`config.mk`:
```
export PLATFORM = sky130hd
export DESIGN_NAME = ata_round
export DESIGN_NICKNAME = d
export VERILOG_FILES = /design/src/sv/ata_pkg.sv /design/src/sv/ata_round.sv
export SDC_FILE = /design/constraint.sdc
export NUM_CORES = 1
export LEC_CHECK = 0
export BUFFER_PORTS_ARGS = -buffer_cell sky130_fd_sc_hd__buf_4
export CAP_MARGIN = 0
export CORE_MARGIN = 3
export CORE_UTILIZATION = 26
export CTS_CLUSTER_SIZE = 30
export DETAILED_ROUTE_END_ITERATION = 8
export GPL_TIMING_DRIVEN = 0
export HOLD_SLACK_MARGIN = 0.15
export PLACE_DENSITY = 0.75
export SYNTH_ARGS = -nofsm -noshare
export SYNTH_HDL_FRONTEND = slang
export SYNTH_SLANG_ARGS = --single-unit
```
`constraint.sdc`:
```
create_clock -name clk_i -period 1.3 [get_ports clk_i]
set_clock_uncertainty 0.1 [all_clocks]
set_input_delay 0.26 -clock clk_i [delete_from_list [all_inputs] [get_ports clk_i]]
set_output_delay 0.26 -clock clk_i [all_outputs]
set_load 0.005 [all_outputs]
```
`src/sv/ata_pkg.sv`:
```
// Shared constants, stage word type and arctangent table for the tilt angle pipeline.
package ata_pkg;

  localparam int SAMPLE_BITS = 12;
  localparam int ANGLE_BITS  = 16;
  localparam int RES_BITS    = ANGLE_BITS + 1;
  localparam int STEPS       = 32;
  localparam int STEP_W      = $clog2(STEPS);
  // samples are scaled so that a full-scale input sits at 2^45
  localparam int SCALE_SH    = 46 - SAMPLE_BITS;
  // 2^46 full scale, CORDIC gain and sqrt(2) growth, sign
  localparam int VEC_W       = 49;
  localparam int Z_W         = 32;

  localparam logic [Z_W-1:0] HALF_TURN = 32'h8000_0000;

  localparam logic [Z_W-1:0] ATAN_TAB [STEPS] = '{
    32'h20000000, 32'h12E4051E, 32'h09FB385B, 32'h051111D4,
    32'h028B0D43, 32'h0145D7E1, 32'h00A2F61E, 32'h00517C55,
    32'h0028BE53, 32'h00145F2F, 32'h000A2F98, 32'h000517CC,
    32'h00028BE6, 32'h000145F3, 32'h0000A2FA, 32'h0000517D,
    32'h000028BE, 32'h0000145F, 32'h00000A30, 32'h00000518,
    32'h0000028C, 32'h00000146, 32'h000000A3, 32'h00000051,
    32'h00000029, 32'h00000014, 32'h0000000A, 32'h00000005,
    32'h00000003, 32'h00000001, 32'h00000001, 32'h00000000
  };

  typedef struct packed {
    logic signed [VEC_W-1:0] u;
    logic signed [VEC_W-1:0] v;
    logic [Z_W-1:0]          z;
    logic                    y_zero;
    logic                    x_neg;
  } stage_t;

endpackage

```
`src/sv/ata_round.sv`:
```
// Output cell: complement the angle, round to the output grid, map zero to a full turn, apply the axis cases.
module ata_round import ata_pkg::*; (
  input  logic                clk_i,
  input  logic                rst_ni,
  input  logic                valid_i,
  output logic                ready_o,
  input  stage_t              data_i,
  output logic                valid_o,
  input  logic                ready_i,
  output logic [RES_BITS-1:0] angle_o
);

  localparam logic [Z_W+1:0] FULL_Z    = 34'(1) << Z_W;
  localparam logic [Z_W+1:0] ROUND_ADD = 34'(1) << (Z_W - 1 - ANGLE_BITS);
  localparam logic [RES_BITS-1:0] FULL_RES = RES_BITS'(1) << ANGLE_BITS;
  localparam logic [RES_BITS-1:0] HALF_RES = RES_BITS'(1) << (ANGLE_BITS - 1);

  logic                valid_q;
  logic [RES_BITS-1:0] angle_q, angle_d, rounded;
  logic [Z_W+1:0]      sum;

  always_comb begin
    sum     = FULL_Z - {2'b00, data_i.z} + ROUND_ADD;
    rounded = RES_BITS'(sum >> (Z_W - ANGLE_BITS));
    if (data_i.y_zero) begin
      angle_d = data_i.x_neg ? FULL_RES : HALF_RES;
    end else if (rounded == '0) begin
      angle_d = FULL_RES;
    end else begin
      angle_d = rounded;
    end
  end

  assign ready_o = !valid_q || ready_i;
  assign valid_o = valid_q;
  assign angle_o = angle_q;

  always_ff @(posedge clk_i or negedge rst_ni) begin
    if (!rst_ni) begin
      valid_q <= 1'b0;
    end else if (ready_o) begin
      valid_q <= valid_i;
    end
  end

  always_ff @(posedge clk_i) begin
    if (ready_o && valid_i) begin
      angle_q <= angle_d;
    end
  end

endmodule

```
# Word level (Yosys, flattened, before mapping)
# Index checks and enable logic that the tools add are counted.
# op_classes
reduce_logical	4
muxes	3
n_addsub	2
# ops
cell	count
17-bit two-way mux	3
33-bit by 16-bit adder with 33-bit output (second input constant)	1
33-bit by 32-bit subtractor with 33-bit output (first input constant)	1
17-bit zero test	1
1-bit logical AND	1
1-bit zero test	1
1-bit logical OR	1
# word_totals
inputBits	136
elab_cells	11
register_bits	18
output_inout_bits	19

# Longest topological paths before layout
# logic_depth
depth_word	5
mapped_depth	6
ltp_nobuf	5

# Least setup slack after synthesis
# Ideal clock, no wire load.
# synth_path
path_kind	input-to-reg
start	in data_i[22] (netlist bit)
end	reg angle_q[12], in the netlist angle_o[12], data pin
arrival_ps	1710
setup_time_ps	266
slack_ps	-776
n_path_buf	0
path_stages	5
required_ps	934
cell_sequence	or4_4 -> or3_4 -> nor4b_4 -> xor2_1 -> nor2_1
# synth_between
elab_chain_cells	5
# synth_rtl
item	line_no	text
start: declaration	ata_round.sv:7	input stage_t data_i,
33-bit by 32-bit subtractor with 33-bit output (*)	ata_round.sv:23	sum = FULL_Z - {2'b00, data_i.z} + ROUND_ADD;
33-bit by 16-bit adder with 33-bit output (*)	ata_round.sv:23	
17-bit zero test	ata_round.sv:27	end else if (rounded == '0) begin
17-bit two-way mux (*)	ata_round.sv:27	
17-bit two-way mux (*)	ata_round.sv:25	if (data_i.y_zero) begin
end signal: assignment	ata_round.sv:48	angle_q <= angle_d;
end: declaration	ata_round.sv:19	logic [RES_BITS-1:0] angle_q, angle_d, rounded;
# Every way passes the cells marked *; elsewhere a longest branch is shown, timed or not.
# A chain may end at the register's enable or synchronous reset.

# Worst setup path in the final report
# Same ends and word-level chain as after synthesis.

==> results_dict.tcl <==
set metrics [dict create \
    outcome "finished, violations left" \
    violations "setup timing" \
    final_nets 293 \
    dp_hpwl_um 2040 \
    first_pass_iters 4 \
    synth_fp_nets 227 \
    overflow 0 \
    rows 22 \
    crit_type "in -> reg" \
    post-place-ws_ns -0.953 \
    critPathMaxFanout 4 \
    drcViolationCount 0 \
    end_kind "register" \
    cap_violations 0 \
    drtAntennaViolNets 0 \
    yosysSeqAreaShare_pct 51.3 \
    track_usage_pct 11.4 \
    drt_iter0_drc 78 \
    cts_buffer_depth 2 \
    cts_buffers 3 \
    synth_edf_count 17 \
    final_common_cell "buf_4" \
    setup_viol 17 \
    synthesis.instances 91 \
    drive_above_1_share_pct 56.4 \
    fmax_mhz 518 \
    cp-start-kind "input port" \
    yosys_register_bits 18 \
    grt_pass1_vias 1007 \
    fin_crit_ns 1.93 \
    leakagePower_nw 0.709 \
    grt_max_degree 18 \
    crit_required_ns 1.19 \
    detailed_place.area_mm2 0.00161 \
    power_mw 1.46 \
    critical_path.slowest_cell "or4_4" \
    num_antenna_cells 0 \
    ys_warn_count 0 \
    final_core_util_pct 47.8 \
    vias 980 \
    drv_slew 0 \
    ios 155 \
    critPathArrivalTime_ns 1.82 \
    slew-limit-headroom_pct 52.2 \
    cts_tree "built" \
    wl_per_cell_um 12.7 \
    dieArea_mm2 0.00481 \
    hold_viol_final 0 \
    yosysUniqueCellTypes 37 \
    grt_pass1_wl_um 4530 \
    port_buffers 55 \
    final_cell_mix "buf_4 (51), edfxtp_1 (17), buf_6 (9), nor2_1 (9)" \
    worstSkewPairLatency_ns 0.25 \
    crit_chain "buf_6, or4_4, or3_4, nor4b_4, xor2_1, nor2_1" \
    die_h_um 69.4 \
    cts.sinks 18 \
    slowest_delay_ns 0.55 \
    start_util_pct 27.7 \
    gp_congestion 0.814 \
    drt_wl_total_um 2590 \
    fin_ws_ns -0.629 \
    htree_levels 1 \
    tightest_slew_ns 0.717 \
    ir_drop_uv 322 \
    antenna_found_initial 0 \
    synth.cell_area_mm2 0.00104 \
    rsz0062_at_grt "true" \
    clockRootBuffer "clkbuf_8" \
    timing.final.crit_share_pct 148 \
    vias_per_cell 4.80 \
    synthArstFlopShare_pct 5.56 \
    path_clk_slew_ns 0.06 \
    post_synth.cell_area_avg_um2 11.5 \
    dieWidth_um 69.4 \
    hold_class "in -> async" \
    synth-main-ff-cell "edfxtp_1" \
    final_area_mm2 0.00180 \
    syn_to_final_growth_pct 72.7 \
    powerDensity_mw_per_mm2 807 \
    core_area_mm2 0.00377 \
]
critical path: cells and delay by family:
family	cells	cell delay (ns)
buffers and inverters	1	0.09
XOR/XNOR	1	0.16
AND/OR/NAND/NOR	4	1.29
where the power goes:
part	total, mW	internal (mW)	switching [mW]
Clock	0.437	0.269	0.168
Sequential	0.686	0.677	0.00867
Combinational	0.334	0.188	0.146
logic make-up after synthesis:
group / Yosys count / share of synthesized area (%)
xor+xnor: 9 / 7.54
simple gates: 47 / 30.3
buf+inv: 6 / 2.28
compound gates: 11 / 8.62
flops: 18 / 51.3
synthesized netlist by cell type, types with 2 or more instances:
cell type  instances  area [um2]
nand4_1            2        12.5
nand2_1            2        7.51
xnor2_1            4        35.0
nor3_1            10        50.1
clkbuf_1           2        7.51
xor2_1             5        43.8
or3_1              2        12.5
or4_1              3        22.5
nor4_1             4        25.0
o21a_1             3        22.5
nand2b_1           2        12.5
edfxtp_1          17         510
nor2_1             9        33.8
o41a_1             2        22.5
inv_1              2        7.51
sequential cells by signal (all words and copies together) (netlist names):
signal	cells
valid_o	1
angle_o	17
cell type report:
class	count	area, um2
fill	305	1970
buffer	4	22.5
multi-input combinational	67	631
timing repair buffer	61	493
tap	48	60.1
inverter	2	7.51
clock buffer	4	55.1
sequential	18	536
repair_timing:
| item | in CTS | in global routing |
|---|---|---|
| setup buffers | 4 | 0 |
| pin swaps | 7 | 1 |
| hold endpoints to repair | 2 | 0 |
| setup endpoints to repair | 34 | 17 |
| resized for setup | 16 | 3 |
| hold buffers | 2 | 0 |
path summary, 6_finish.rpt:
path	from	endpoint	slack, ns	cells after the start
max	data_i[22]	angle_o[12]$_SDFFCE_PP0P_	-0.63	6
min	rst_ni	valid_o$_DFFE_PN0N_	0.22	2
max reg2reg	valid_o$_DFFE_PN0N_	angle_o[6]$_SDFFCE_PP0P_	0.12	2
min reg2reg	valid_o$_DFFE_PN0N_	valid_o$_DFFE_PN0N_	0.44	2
max in group asynchronous	rst_ni	valid_o$_DFFE_PN0N_	0.80	2
min in group clk_i	ready_i	valid_o$_DFFE_PN0N_	0.22	3
through the flow:
step / setup TNS [ns] / hold WS (ns) / std cells
2_1_floorplan: -8.91 / -0.136 / 91
3_3_place_gp: -12.90 / -0.0649 / 194
3_5_place_dp: -13.17 / -0.0636 / 194
4_1_cts: -7.55 / 0.208 / 204
5_1_grt: -8.85 / 0.222 / 204
6_report: -7.80 / 0.217 / 204
per-layer routing:
layer	up-vias	part of all wire (%)	GRT usage (%)
li1	479	-	-
met1	435	34	11.5
met2	64	54	21.2
met3	2	12	3.62
met4	0	0.31	5.21
met5	-	0	0
No activity file was read; power rests on OpenSTA's default activity.
