**src/sv/ata_pkg.sv**
```systemverilog
// Shared constants, stage word type and arctangent table for the tilt angle pipeline.
package ata_pkg;

  localparam int SAMPLE_BITS = 12;
  localparam int ANGLE_BITS  = 16;
  localparam int RES_BITS    = ANGLE_BITS + 1;
  localparam int STEPS       = 32;
  localparam int STEP_W      = $clog2(STEPS);
  // samples are scaled so that a full-scale input sits at 2^45
  localparam int SCALE_SH    = 46 - SAMPLE_BITS;
  // 2^46 full scale, CORDIC gain and sqrt(2) growth, sign
  localparam int VEC_W       = 49;
  localparam int Z_W         = 32;

  localparam logic [Z_W-1:0] HALF_TURN = 32'h8000_0000;

  localparam logic [Z_W-1:0] ATAN_TAB [STEPS] = '{
    32'h20000000, 32'h12E4051E, 32'h09FB385B, 32'h051111D4,
    32'h028B0D43, 32'h0145D7E1, 32'h00A2F61E, 32'h00517C55,
    32'h0028BE53, 32'h00145F2F, 32'h000A2F98, 32'h000517CC,
    32'h00028BE6, 32'h000145F3, 32'h0000A2FA, 32'h0000517D,
    32'h000028BE, 32'h0000145F, 32'h00000A30, 32'h00000518,
    32'h0000028C, 32'h00000146, 32'h000000A3, 32'h00000051,
    32'h00000029, 32'h00000014, 32'h0000000A, 32'h00000005,
    32'h00000003, 32'h00000001, 32'h00000001, 32'h00000000
  };

  typedef struct packed {
    logic signed [VEC_W-1:0] u;
    logic signed [VEC_W-1:0] v;
    logic [Z_W-1:0]          z;
    logic                    y_zero;
    logic                    x_neg;
  } stage_t;

endpackage

```
**src/sv/ata_prep.sv**
```systemverilog
// Front cell: sign-extend, scale and negate the sample, fold the left half-plane.
module ata_prep import ata_pkg::*; (
  input  logic                   clk_i,
  input  logic                   rst_ni,
  input  logic                   valid_i,
  output logic                   ready_o,
  input  logic [SAMPLE_BITS-1:0] raw_x_i,
  input  logic [SAMPLE_BITS-1:0] raw_y_i,
  output logic                   valid_o,
  input  logic                   ready_i,
  output stage_t                 data_o
);

  logic                    valid_q;
  stage_t                  data_q, data_d;
  logic signed [VEC_W-1:0] xs, ys, u0, v0;

  always_comb begin
    xs = VEC_W'($signed(raw_x_i));
    ys = VEC_W'($signed(raw_y_i));
    u0 = -(xs <<< SCALE_SH);
    v0 = -(ys <<< SCALE_SH);
    data_d.y_zero = (raw_y_i == '0);
    data_d.x_neg  = raw_x_i[SAMPLE_BITS-1];
    // rotate by a half turn when the vector points left
    if (u0[VEC_W-1]) begin
      data_d.u = -u0;
      data_d.v = -v0;
      data_d.z = HALF_TURN;
    end else begin
      data_d.u = u0;
      data_d.v = v0;
      data_d.z = '0;
    end
  end

  assign ready_o = !valid_q || ready_i;
  assign valid_o = valid_q;
  assign data_o  = data_q;

  always_ff @(posedge clk_i or negedge rst_ni) begin
    if (!rst_ni) begin
      valid_q <= 1'b0;
    end else if (ready_o) begin
      valid_q <= valid_i;
    end
  end

  always_ff @(posedge clk_i) begin
    if (ready_o && valid_i) begin
      data_q <= data_d;
    end
  end

endmodule

```
**config.mk**
```make
export PLATFORM = sky130hd
export DESIGN_NAME = ata_prep
export DESIGN_NICKNAME = d
export VERILOG_FILES = /design/src/sv/ata_pkg.sv /design/src/sv/ata_prep.sv
export SDC_FILE = /design/constraint.sdc
export NUM_CORES = 1
export LEC_CHECK = 0
export BUFFER_PORTS_ARGS = -buffer_cell sky130_fd_sc_hd__buf_2
export CAP_MARGIN = 5
export CORE_ASPECT_RATIO = 0.5
export CORE_UTILIZATION = 42
export DETAILED_ROUTE_END_ITERATION = 6
export PLACE_DENSITY = 0.78
export SLEW_MARGIN = 20
export SYNTH_ARGS = -nofsm -noshare
export SYNTH_HDL_FRONTEND = slang
export SYNTH_SLANG_ARGS = --single-unit
```
**constraint.sdc**
```tcl
create_clock -name clk_i -period 1.7 [get_ports clk_i]
set_input_delay 0.17 -clock clk_i [delete_from_list [all_inputs] [get_ports clk_i]]
set_output_delay 0.17 -clock clk_i [all_outputs]
set_load 0.05 [all_outputs]
```
Word-level counts from Yosys, hierarchy flattened
Cells that the tools add are included.
- word-level logic and storage cells: 16
- output and inout port bits: 134
- bits of input ports: 28
- register bits after elaboration: 133
- add/subtract/negate cells: 4
- reduce and logical (&&, ||, !) cells: 4
- multiplexer cells: 1
- operator list (operator ; count):
    two-way mux 129 bit ; 1
    negation 46 -> 49 bit ; 2
    negation 49 bit ; 2
    zero test 12 bit ; 1
    logical AND 1 bit ; 1
    zero test 1 bit ; 1
    logical OR 1 bit ; 1

Logic depth before layout (Yosys ltp)
- depth after elaboration: 3
- gate-level depth with buffers: 11
- gate-level depth less buffers: 9

Worst setup path before layout
Ideal clock, no wire load.
- kind: input to register
- start: in raw_y_i[0]
- end: reg data_q, in the netlist data_o[80], data pin
- stages on the path: 10
- buffers on the path: 2
- setup slack: -896 ps
- required time: 1441 ps
- data arrival time: 2337 ps
- library setup time: 259 ps
- cells stage by stage: clkbuf_1 -> inv_1 -> ha_1 -> or4b_1 -> buf_2 -> or4b_1 -> mux2_2 -> a221oi_2 -> and2_1 -> o21ai_1
- RTL lines (element ; line ; text):
    start, declared ; ata_prep.sv:8 ; input logic [SAMPLE_BITS-1:0] raw_y_i,
    end signal, assigned ; ata_prep.sv:51 ; data_q <= data_d;
    end, declared ; ata_prep.sv:15 ; stage_t data_q, data_d;

==> metrics.md <==
| Metric | Value |
|---|---|
| CTS root buf | `clkbuf_16` |
| Status | `finished, violations left` |
| Clk Latency, worst-skew pair | `~0.28 ns` |
| Initial DRT Pass Iterations | `4` |
| Crit-path cells | `buf_8 > inv_8 > ha_4 > or4b_4 > or4b_1 > mux2_4 > a221oi_4 > and2_4 > o21ai_2` |
| HP Class | `primary input to flip-flop` |
| Clk slew on worst S/H paths | `roughly 0.050 ns` |
| Ant diodes | `0` |
| Largest net degree at the start of global routing | `34` |
| Area post-placement | `between 3000 and 4000 um2` |
| Post-route cell area | `around 4400 um2` |
| Tightest Pin Transition | `roughly 0.50 ns` |
| Total gr overflow | `0` |
| Total power draw | `3.53 mW` |
| FFs w/ async S/R, synth | `0.0294` |
| Critical-path top delay cell | `or4b_1` |
| DRC | `0` |
| Yosys Warn Count | `0` |
| Clk_skew | `roughly 0.0030 ns` |
| CTS max path bufs | `2` |
| Initial antenna violation count | `0` |
| Drt wl/cell | `between 10 and 15 um` |
| Leakage | `1.99 nW` |
| H-Tree Depth | `2` |
| Max_cap viols | `0` |
| Vias | `2687` |
| Vias per cell | `between 4 and 5` |
| Drt total wl | `7600 um` |
| Setup TNS | `-3.04 ns` |
| Layout cells sized above 1 | `0.432` |
| Top FF cell, synth | `edfxtp_1` |
| Post-synth EDFFs | `33` |
| Worst Setup End Kind | `flip-flop` |
| Final cell count without fillers | `~590` |
| Nets | `524` |
| Final-layout fill cell count | `510` |
| Slew margin rel. | `0.662` |
| Critical Path Max Stage Delay | `between 0.4 and 0.5 ns` |
| DIE WIDTH | `~120 um` |
| Syn avg cell area | `~8.9 um2` |
| Syn Inst Count | `roughly 350` |
| Tmin final | `2.22 ns` |
| Flop-to-flop setup slack | `0.43 ns` |
| Detailed Place HPWL | `between 4000 and 5000 um` |
| Num rows | `21` |
| Area taken by multi-input logic gates | `~1900 um2` |
| Failing checks | `setup timing` |
| Initial Util | `0.452` |
| Final setup viols | `11` |
| Iteration-0 DRC Markers | `around 130` |
| Flop and latch count out of synthesis | `34` |
| First-pass GRT wire length | `around 11000 um` |
| Most frequent cell after synthesis | `buf_4` |
| P&R area growth vs syn | `39.2%` |
| Largest vdd supply drop | `0.390 mV` |
| Area contributors post-synth | `edfxtp_1, buf_4, xnor2_1` |
| Io pins | `between 150 and 200` |
| Final period utilization | `1.30` |
| Crit Path Max Fanout | `2` |
| Routability cong. | `about 0.8` |
| Final ANT Viol Nets | `0` |
| Synth area leader | `edfxtp_1` |
| Inst Count DP | `between 500 and 600` |
| Core area | `6940 um2` |
| Crit path launch type | `primary input` |
| FF+latch area | `around 1000 um2` |
| Vias in the first global route | `~2400` |
| Slack of the critical path | `-0.516 ns` |
| FMAX | `451 MHz` |
| Cts bufs inserted | `5` |
| Hold Violations, Final | `0` |
| Synth top area share | `0.316` |
| Die area | `between 7000 and 8000 um2` |
| Die Y | `63.1 um` |
| Areal power density over the cells | `between 800 and 900 nW/um2` |
| # port buffers | `62` |
| Kind of critical path | `primary input to flip-flop` |
| Unrepaired setup endpoints after global routing | `yes` |
| TritonCTS clock tree | `yes` |
| Util after Layout | `0.630` |
| Sink Count | `34` |
| Crit path DAT | `2.24 ns` |
| Total GRT Usage | `0.174` |
| Synth cell count leaders | `buf_4, edfxtp_1, xnor2_1` |
| Syn Std Cell Area | `roughly 3100 um2` |
| Count of different cell masters after synthesis | `48` |
| Worst Path Required | `~1.7 ns` |
| Slew Limit Fails | `0` |
| Sequential area share after synthesis | `0.324` |
kinds of logic after synthesis:
family                     after synthesis  share of synthesized area
xor gates and xnor gates                35                     0.0977
muxes                                    3                    0.00997
other                                    1                    0.00120
buffers and inverters                  127                      0.282
adders and majority gates                4                     0.0159
AOI/OAI and AO/OA                       57                      0.114
DFF                                     34                      0.324
and+or+nand+nor                         92                      0.156
critical path, delay by kind of cell:
kind | cells | cell delay, ns
mux | 1 | 0.31
compound gates | 2 | 0.35
buf+inv | 2 | 0.16
fa+ha+maj | 1 | 0.12
simple gates | 3 | 1.14
final timing paths:
path,start,to,depth (start not counted)
min,raw_x_i[0],data_o[117],1
min reg2reg,valid_o,valid_o,2
max,raw_y_i[0],data_o[80],9
max in group asynchronous,rst_ni,valid_o,2
max reg2reg,valid_o,data_o[118],2
min in group asynchronous,rst_ni,valid_o,2
layout by cell type, fill, tap and decap left out, types with 6 or more instances in the layout:
cell type / count
a21oi_2: 7
buf_2: 58
buf_4: 75
buf_6: 10
conb_1: 101
edfxtp_1: 33
inv_1: 6
nand2_1: 9
nand2_2: 6
nor2_1: 19
nor3_1: 8
o21ai_0: 13
o21ai_1: 6
or3_1: 7
xnor2_1: 23
xor2_1: 10
routing by layer:
layer	part of all wire	vias to the layer above	global-route usage	routed length, um
li1	-	1281	-	-
met1	0.39	1252	0.197	2960
met2	0.52	137	0.325	3920
met3	0.075	17	0.0416	573
met4	0.019	0	0.0527	142
met5	0	-	0	0
what timing repair did:
| item | in CTS | in global routing |
|---|---|---|
| endpoints found under the setup margin | 25 | 15 |
| gates resized for setup | 29 | 43 |
| endpoints found under the hold margin | 1 | 0 |
| hold buffers | 1 | 0 |
| gates cloned | 0 | 0 |
| setup buffers | 10 | 7 |
| pin swaps | 17 | 23 |
registers in the layout, indices dropped and copies added (netlist names):
| name | count |
|---|---|
| valid_o | 1 |
| data_o | 33 |
power by group:
| part | internal (mW) | switching (mW) | total (mW) |
|---|---|---|---|
| clock | 0.842 | 0.367 | 1.21 |
| combinational | 0.318 | 0.985 | 1.30 |
| sequential | 1.00 | 0.0144 | 1.01 |
| total | 2.16 | 1.37 | 3.53 |
metrics by stage:
| stage | hold WS (ns) | setup WS (ns) |
|---|---|---|
| 2_1_floorplan | -0.126 | -0.839 |
| 3_3_place_gp | -0.0543 | -0.807 |
| 3_5_place_dp | -0.0533 | -0.817 |
| 4_1_cts | 0.0910 | -0.481 |
| 5_1_grt | 0.0983 | -0.594 |
| 6_report | 0.106 | -0.516 |
area by class of cell:
type | instances | share of cell area
Inverter | 11 | 0.0163
Clock buffer | 5 | 0.0287
Sequential cell | 34 | 0.233
Tap cell | 92 | 0.0264
Multi-Input combinational cell | 292 | 0.441
Clock inverter | 3 | 0.0158
Timing Repair Buffer | 148 | 0.240
(Power assumes the default switching activity.)
