==> config.mk <==
export PLATFORM = sky130hd
export DESIGN_NAME = ata_cell
export DESIGN_NICKNAME = d
export VERILOG_FILES = /design/src/sv/ata_pkg.sv /design/src/sv/ata_cell.sv
export SDC_FILE = /design/constraint.sdc
export NUM_CORES = 1
export LEC_CHECK = 0
export ABC_AREA = 1
export BUFFER_PORTS_ARGS = -buffer_cell sky130_fd_sc_hd__buf_2
export CORE_ASPECT_RATIO = 0.8
export CORE_MARGIN = 2
export CORE_UTILIZATION = 24
export CTS_CLUSTER_SIZE = 40
export DETAILED_ROUTE_END_ITERATION = 8
export PLACE_DENSITY = 0.48
export SLEW_MARGIN = 20
export SYNTH_ARGS = -nofsm -noshare
export SYNTH_HDL_FRONTEND = slang
export SYNTH_SLANG_ARGS = --single-unit
==> constraint.sdc <==
create_clock -name clk_i -period 8.6 [get_ports clk_i]
set_clock_uncertainty 0.2 [all_clocks]
set_input_delay 1.72 -clock clk_i [delete_from_list [all_inputs] [get_ports clk_i]]
set_output_delay 1.72 -clock clk_i [all_outputs]
set_load 0.005 [all_outputs]
==> src/sv/ata_pkg.sv <==
// Shared constants, stage word type and arctangent table for the tilt angle pipeline.
package ata_pkg;

  localparam int SAMPLE_BITS = 12;
  localparam int ANGLE_BITS  = 16;
  localparam int RES_BITS    = ANGLE_BITS + 1;
  localparam int STEPS       = 32;
  localparam int STEP_W      = $clog2(STEPS);
  // samples are scaled so that a full-scale input sits at 2^45
  localparam int SCALE_SH    = 46 - SAMPLE_BITS;
  // 2^46 full scale, CORDIC gain and sqrt(2) growth, sign
  localparam int VEC_W       = 49;
  localparam int Z_W         = 32;

  localparam logic [Z_W-1:0] HALF_TURN = 32'h8000_0000;

  localparam logic [Z_W-1:0] ATAN_TAB [STEPS] = '{
    32'h20000000, 32'h12E4051E, 32'h09FB385B, 32'h051111D4,
    32'h028B0D43, 32'h0145D7E1, 32'h00A2F61E, 32'h00517C55,
    32'h0028BE53, 32'h00145F2F, 32'h000A2F98, 32'h000517CC,
    32'h00028BE6, 32'h000145F3, 32'h0000A2FA, 32'h0000517D,
    32'h000028BE, 32'h0000145F, 32'h00000A30, 32'h00000518,
    32'h0000028C, 32'h00000146, 32'h000000A3, 32'h00000051,
    32'h00000029, 32'h00000014, 32'h0000000A, 32'h00000005,
    32'h00000003, 32'h00000001, 32'h00000001, 32'h00000000
  };

  typedef struct packed {
    logic signed [VEC_W-1:0] u;
    logic signed [VEC_W-1:0] v;
    logic [Z_W-1:0]          z;
    logic                    y_zero;
    logic                    x_neg;
  } stage_t;

endpackage

==> src/sv/ata_cell.sv <==
// One CORDIC vectoring cell: a single micro-rotation toward the first axis.
module ata_cell import ata_pkg::*; (
  input  logic              clk_i,
  input  logic              rst_ni,
  input  logic [STEP_W-1:0] idx_i,
  input  logic              valid_i,
  output logic              ready_o,
  input  stage_t            data_i,
  output logic              valid_o,
  input  logic              ready_i,
  output stage_t            data_o
);

  logic                    valid_q;
  stage_t                  data_q, data_d;
  logic signed [VEC_W-1:0] du, dv;
  logic                    v_pos;

  always_comb begin
    du    = data_i.v >>> idx_i;
    dv    = data_i.u >>> idx_i;
    v_pos = !data_i.v[VEC_W-1] && (data_i.v != '0);
    data_d = data_i;
    if (v_pos) begin
      data_d.u = data_i.u + du;
      data_d.v = data_i.v - dv;
      data_d.z = data_i.z + ATAN_TAB[idx_i];
    end else begin
      data_d.u = data_i.u - du;
      data_d.v = data_i.v + dv;
      data_d.z = data_i.z - ATAN_TAB[idx_i];
    end
  end

  assign ready_o = !valid_q || ready_i;
  assign valid_o = valid_q;
  assign data_o  = data_q;

  always_ff @(posedge clk_i or negedge rst_ni) begin
    if (!rst_ni) begin
      valid_q <= 1'b0;
    end else if (ready_o) begin
      valid_q <= valid_i;
    end
  end

  always_ff @(posedge clk_i) begin
    if (ready_o && valid_i) begin
      data_q <= data_d;
    end
  end

endmodule

### Word-level counts from Yosys, hierarchy flattened

Memories as Yosys holds them, arrays and structs flattened.
Cells that the tools add are included.

| operators by class | value |
|---|---|
| $add $sub $neg | 6 |
| $mul | 0 |
| div/mod/pow operators | 0 |
| magnitude comparators | 1 |
| eq/ne operators | 0 |
| shift-type cells | 2 |
| multiplexer cells | 3 |
| bitwise operators | 1 |
| reductions and logical operators | 6 |

Operators with widths:

| operator | number |
|---|---|
| two-way mux 130 bit | 1 |
| adder 49 bit | 2 |
| >>> shifter 49 x 5 -> 49 bit | 2 |
| subtractor 49 bit | 2 |
| two-way mux 32 bit | 2 |
| nonzero test 49 bit | 1 |
| adder 32 bit | 1 |
| subtractor 32 bit | 1 |
| greater-or-equal comparator 6 bit, second input constant | 1 |
| inverter 5 -> 6 bit | 1 |
| logical AND 1 bit | 2 |
| logical NOT 1 bit | 2 |
| logical OR 1 bit | 1 |

| storage, ports and cells | value |
|---|---|
| register bits after elaboration | 133 |
| bits in latches | 0 |
| RAM bits | 0 |
| ROM bits | 1024 |
| input port bits | 141 |
| output and inout bits | 134 |
| logic and storage cells | 26 |
| memories kept | 1 |

Memories:

| name | depth | width | rd ports | clocked after Yosys merged registers in | write ports | RTL line | text |
|---|---|---|---|---|---|---|---|
| (name not given) | 32 | 32 | 1 | 0 | 0 | ata_cell.sv:31 | `data_d.z = data_i.z - ATAN_TAB[idx_i];` |

### Logic depth before layout (Yosys ltp)

| depth | value |
|---|---|
| word-level depth | 6 |
| depth in mapped cells | 37 |
| mapped depth without buffers | 34 |

### Worst setup path before layout

Ideal clock, no wire load.

| timing path | value |
|---|---|
| path type | input port to flip-flop |
| from | input valid_i |
| to | register data_q (netlist bit data_o[0]) (enable) |
| library setup time | 666 ps |
| arrival | 8116 ps |
| required time | 7734 ps |
| slack | -382 ps |
| cell stages on the path | 2 |
| path buffers | 0 |
| cells stage by stage | inv_1 > a21oi_1 |

| between the ends | value |
|---|---|
| word-level cells in the longest chain between the ends | 1 |

RTL lines:

| item | RTL line | text |
|---|---|---|
| start: declaration | ata_cell.sv:6 | `input logic valid_i,` |
| logical AND 1 bit | ata_cell.sv:48 | `if (ready_o && valid_i) begin` |
| end signal: assignment | ata_cell.sv:49 | `data_q <= data_d;` |
| end: declaration | ata_cell.sv:15 | `stage_t data_q, data_d;` |

No other way between the ends.
A chain may end at the register's enable or synchronous reset.

==> Flow_metrics.wiki <==
{| class="wikitable"
! Metric !! Value
|-
| Run status || complete, no violations
|-
| Ratio of routed vias to standard cells || 5.034
|-
| Number of levels in the clock H-tree || 4
|-
| Initial antenna violation count || 6
|-
| Global router's overall resource usage || 0.2074
|-
| Sum of negative setup slack || 0 ns
|-
| Number of nets at the end of the flow || 4,100
|-
| Buffer depth of the longest clock path || 2
|-
| Area of the die || 93,280 um2
|-
| Die Wd || around 340 um
|-
| Worst slew margin || 0.3181
|-
| Floorplan Core Area || 89,630 um2
|-
| Buffer cell driving the clock tree root || sky130_fd_sc_hd__clkbuf_16
|-
| Wire length after detailed routing || 99,700 um
|-
| Insertion delay to the later sink of the worst-skew pair || 0.51 ns
|-
| Primary flip-flop cell chosen by synthesis mapping || sky130_fd_sc_hd__edfxtp_1
|-
| Kind of critical path || in -> reg
|-
| Worst setup SP type || input port
|-
| Total half-perimeter wirelength after legalization and detailed placement || between 80,000 and 90,000 um
|-
| Mean Syn Cell Area || 6.016 um2
|-
| Top Ports || 275
|-
| Length of the first detailed-routing pass in iterations || 6
|-
| Number of distinct standard cells referenced by the synthesized netlist || 58
|-
| Slowest-stage cell, CP || sky130_fd_sc_hd__inv_2
|-
| Setup Buffers After CTS || 0
|-
| Post-synth EDFFs || 132
|-
| Buffer and inverter count on the worst path || 5
|-
| Post-synth top area share || 0.1958
|-
| Number of failing hold endpoints at the final stage || 0
|-
| Number of buffers added on ports || around 270
|-
| Data required time of the worst path || about 8.6 ns
|-
| First-pass GRT wire length || 146,700 um
|-
| Number of design rule violations left after detail routing || 0
|-
| Vias in the first global route || 23,430
|-
| Clock tree from TritonCTS || yes
|-
| YS warnings || 0
|-
| Site Rows || 98
|-
| Total of hold buffers inserted after clock tree synthesis || 0
|-
| Worst hold path depth || 2
|-
| Die height || 273.6 um
|-
| Combined area of all synthesized cells || ~22,000 um2
|-
| Count of inserted antenna diode cells || 0
|-
| Number of standard cells after synthesis || 3,624
|-
| Share of the core filled with cells in the final layout || 0.2767
|-
| Number of max-cap violations || 0
|-
| Clk slew on worst S/H paths || 0.07 ns
|-
| Reg-to-reg critical path endpoint || data_o[21]$_DFFE_PP_
|-
| Largest stage delay, worst path || 0.73 ns
|-
| Top cell types by occurrence after synthesis || 1,137 x sky130_fd_sc_hd__nand2_1, 586 x sky130_fd_sc_hd__nand3_1, 339 x sky130_fd_sc_hd__inv_1
|-
| Power density over the cells || roughly 160 nW/um2
|-
| Library cell with the largest summed area after synthesis || sky130_fd_sc_hd__nand2_1
|-
| Worst setup endpoint || data_o[77]$_DFFE_PP_
|-
| Cell with the most instances after synthesis || sky130_fd_sc_hd__nand2_1
|-
| Total count of max-transition violations in the final report || 0
|-
| Worst R2R Start || valid_o$_DFFE_PN0N_
|-
| Area overhead of the layout relative to synthesis || 13.75%
|-
| DR vias || 25,330
|-
| Setup crit end kind || register
|-
| Share of the clock period used by the worst path after layout || 0.8673
|-
| Proportion of layout cells with a drive suffix above 1 || 0.1091
|-
| Setup repair after global routing missed its margin || false
|-
| Cts bufs inserted || 17
|-
| CTS sink cnt || 133
|-
| Cell types with the largest area share after synthesis || sky130_fd_sc_hd__nand2_1 20%, sky130_fd_sc_hd__edfxtp_1 18%, sky130_fd_sc_hd__nand3_1 13%
|-
| Synthesized netlist net count || 3,906
|-
| Number of synthesized register bits || 133
|-
| Measured slew at the worst slew-check pin || 1.023 ns
|-
| Kind of cell adding the most delay to the critical path || compound AO/OA/AOI/OAI gates
|-
| Number of nets with antenna violations after detailed routing || 0
|-
| Sequential element share of the synthesized area || 0.1830
|-
| Leakage power || 0.01187 uW
|-
| CTS-repair resized insts || 0
|-
| Initial drt markers || around 2,400
|-
| Number of cells on the critical path || 30
|-
| Async SR Flop Fraction || 0.007519
|-
| GRT Residual Overflow || 0
|-
| Initial Utilization || 0.2432
|-
| R2r worst-path depth || 2
|-
| Pin count of the biggest net entering global routing || 103
|-
| Arrival time at the worst endpoint || 7.50 ns
|-
| Worst vdd rail ir drop || 152.0 uV
|-
| Number of setup violations in the final report || 0
|-
| Worst-case register-to-register setup slack || slightly above 6 ns
|-
| Maximum fanout along the worst path || 54
|-
| Highest achievable clock rate || 0.1341 GHz
|-
| Setup crit start || idx_i[0]
|-
| Routed WL per cell || 19.82 um
|-
| Tmin final || 7.459 ns
|-
| Hold crit path type || reg -> reg
|-
| Weighted congestion at the end of routability-driven global placement || 1.023
|}
[cell usage in the layout (no fill, tap or decap), types with 4 or more instances in the layout]
cell type,instances
sky130_fd_sc_hd__buf_4,26
sky130_fd_sc_hd__nor3_1,20
sky130_fd_sc_hd__xnor2_1,57
sky130_fd_sc_hd__inv_2,22
sky130_fd_sc_hd__o21ai_1,29
sky130_fd_sc_hd__and3_1,5
sky130_fd_sc_hd__a21oi_1,185
sky130_fd_sc_hd__nand3b_1,8
sky130_fd_sc_hd__o221ai_1,7
sky130_fd_sc_hd__nand4_1,38
sky130_fd_sc_hd__a21boi_0,11
sky130_fd_sc_hd__a21o_1,13
sky130_fd_sc_hd__a31oi_1,57
sky130_fd_sc_hd__nor4_1,21
sky130_fd_sc_hd__o31ai_1,11
sky130_fd_sc_hd__o21ai_2,9
sky130_fd_sc_hd__nand3_1,586
sky130_fd_sc_hd__ha_1,138
sky130_fd_sc_hd__nand2_1,1137
sky130_fd_sc_hd__o21a_1,14
sky130_fd_sc_hd__edfxtp_1,132
sky130_fd_sc_hd__o211ai_1,16
sky130_fd_sc_hd__nor2_2,22
sky130_fd_sc_hd__o21ai_0,121
sky130_fd_sc_hd__clkbuf_16,17
sky130_fd_sc_hd__buf_2,272
sky130_fd_sc_hd__nor2_1,289
sky130_fd_sc_hd__inv_6,7
sky130_fd_sc_hd__buf_12,4
sky130_fd_sc_hd__xor2_1,154
sky130_fd_sc_hd__inv_1,337
sky130_fd_sc_hd__nand2_2,11
[cell families (layout without fill, tap and decap cells)]
group	count (synthesis)	count (layout)	synth area share
simple gates	2153	2153	0.4220
xor+xnor	211	211	0.08476
fa+ha+maj	141	141	0.08195
flops	133	133	0.1830
buf+inv	490	697	0.09641
compound gates	496	496	0.1319
[worst min path at each step]
stage	start	to
global placement	valid_o$_DFFE_PN0N_	valid_o$_DFFE_PN0N_
floorplan	valid_o$_DFFE_PN0N_	valid_o$_DFFE_PN0N_
global route	valid_o$_DFFE_PN0N_	valid_o$_DFFE_PN0N_
finish	valid_o$_DFFE_PN0N_	valid_o$_DFFE_PN0N_
CTS	valid_o$_DFFE_PN0N_	valid_o$_DFFE_PN0N_
detailed placement	valid_o$_DFFE_PN0N_	valid_o$_DFFE_PN0N_
[registers in the layout, indices dropped and copies added (netlist names)]
signal   flops
valid_o      1
data_o     132
[tightest hold or removal path, cell delays in order, from the launching register on]
cell                      delay [ns]
sky130_fd_sc_hd__dfrtp_1        0.41
sky130_fd_sc_hd__nand2_1        0.09
sky130_fd_sc_hd__nand2_1        0.06
[metal layers]
| layer | GRT usage | share of wire | wire [um] | vias up |
|---|---|---|---|---|
| li1 | - | - | - | 12540 |
| met1 | 0.2913 | 0.47 | 46660 | 11750 |
| met2 | 0.3247 | 0.44 | 43790 | 927 |
| met5 | 0 | 0.00060 | 60 | - |
| met4 | 0.05344 | 0.022 | 2146 | 10 |
| met3 | 0.03847 | 0.071 | 7045 | 101 |
[final cells by class]
class / instances / area (um2)
fillers: 10280 / 64830
multi-input cells: 3001 / 15730
flip-flops and latches: 133 / 3989
repair buffers: 302 / 1637
well taps: 1200 / 1501
inverters: 363 / 1366
clock buffers: 17 / 425.4
clock inverters: 15 / 153.9
[through the flow]
step / instances / hold WS [ns] / cell area, um2 / total power, uW / worst slack [ns]
3_5_place_dp: 4999 / 0.3698 / 24220 / 3192 / 0.8228
6_report: 5031 / 0.3853 / 24800 / 4021 / 1.141
2_1_floorplan: 3624 / 0.3507 / 21810 / 2446 / 2.336
5_1_grt: 5031 / 0.4313 / 24800 / 4325 / 0.6142
3_3_place_gp: 4999 / 0.3736 / 24220 / 3215 / 0.7998
4_1_cts: 5031 / 0.3945 / 24800 / 4041 / 1.328
[where the power goes]
group / total [uW] / internal, uW / switching, uW
sequential: 954 / 921 / 33.2
clock: 805 / 409 / 396
combinational: 2260 / 737 / 1520
total: 4020 / 2070 / 1950
(Power assumes the default switching activity.)
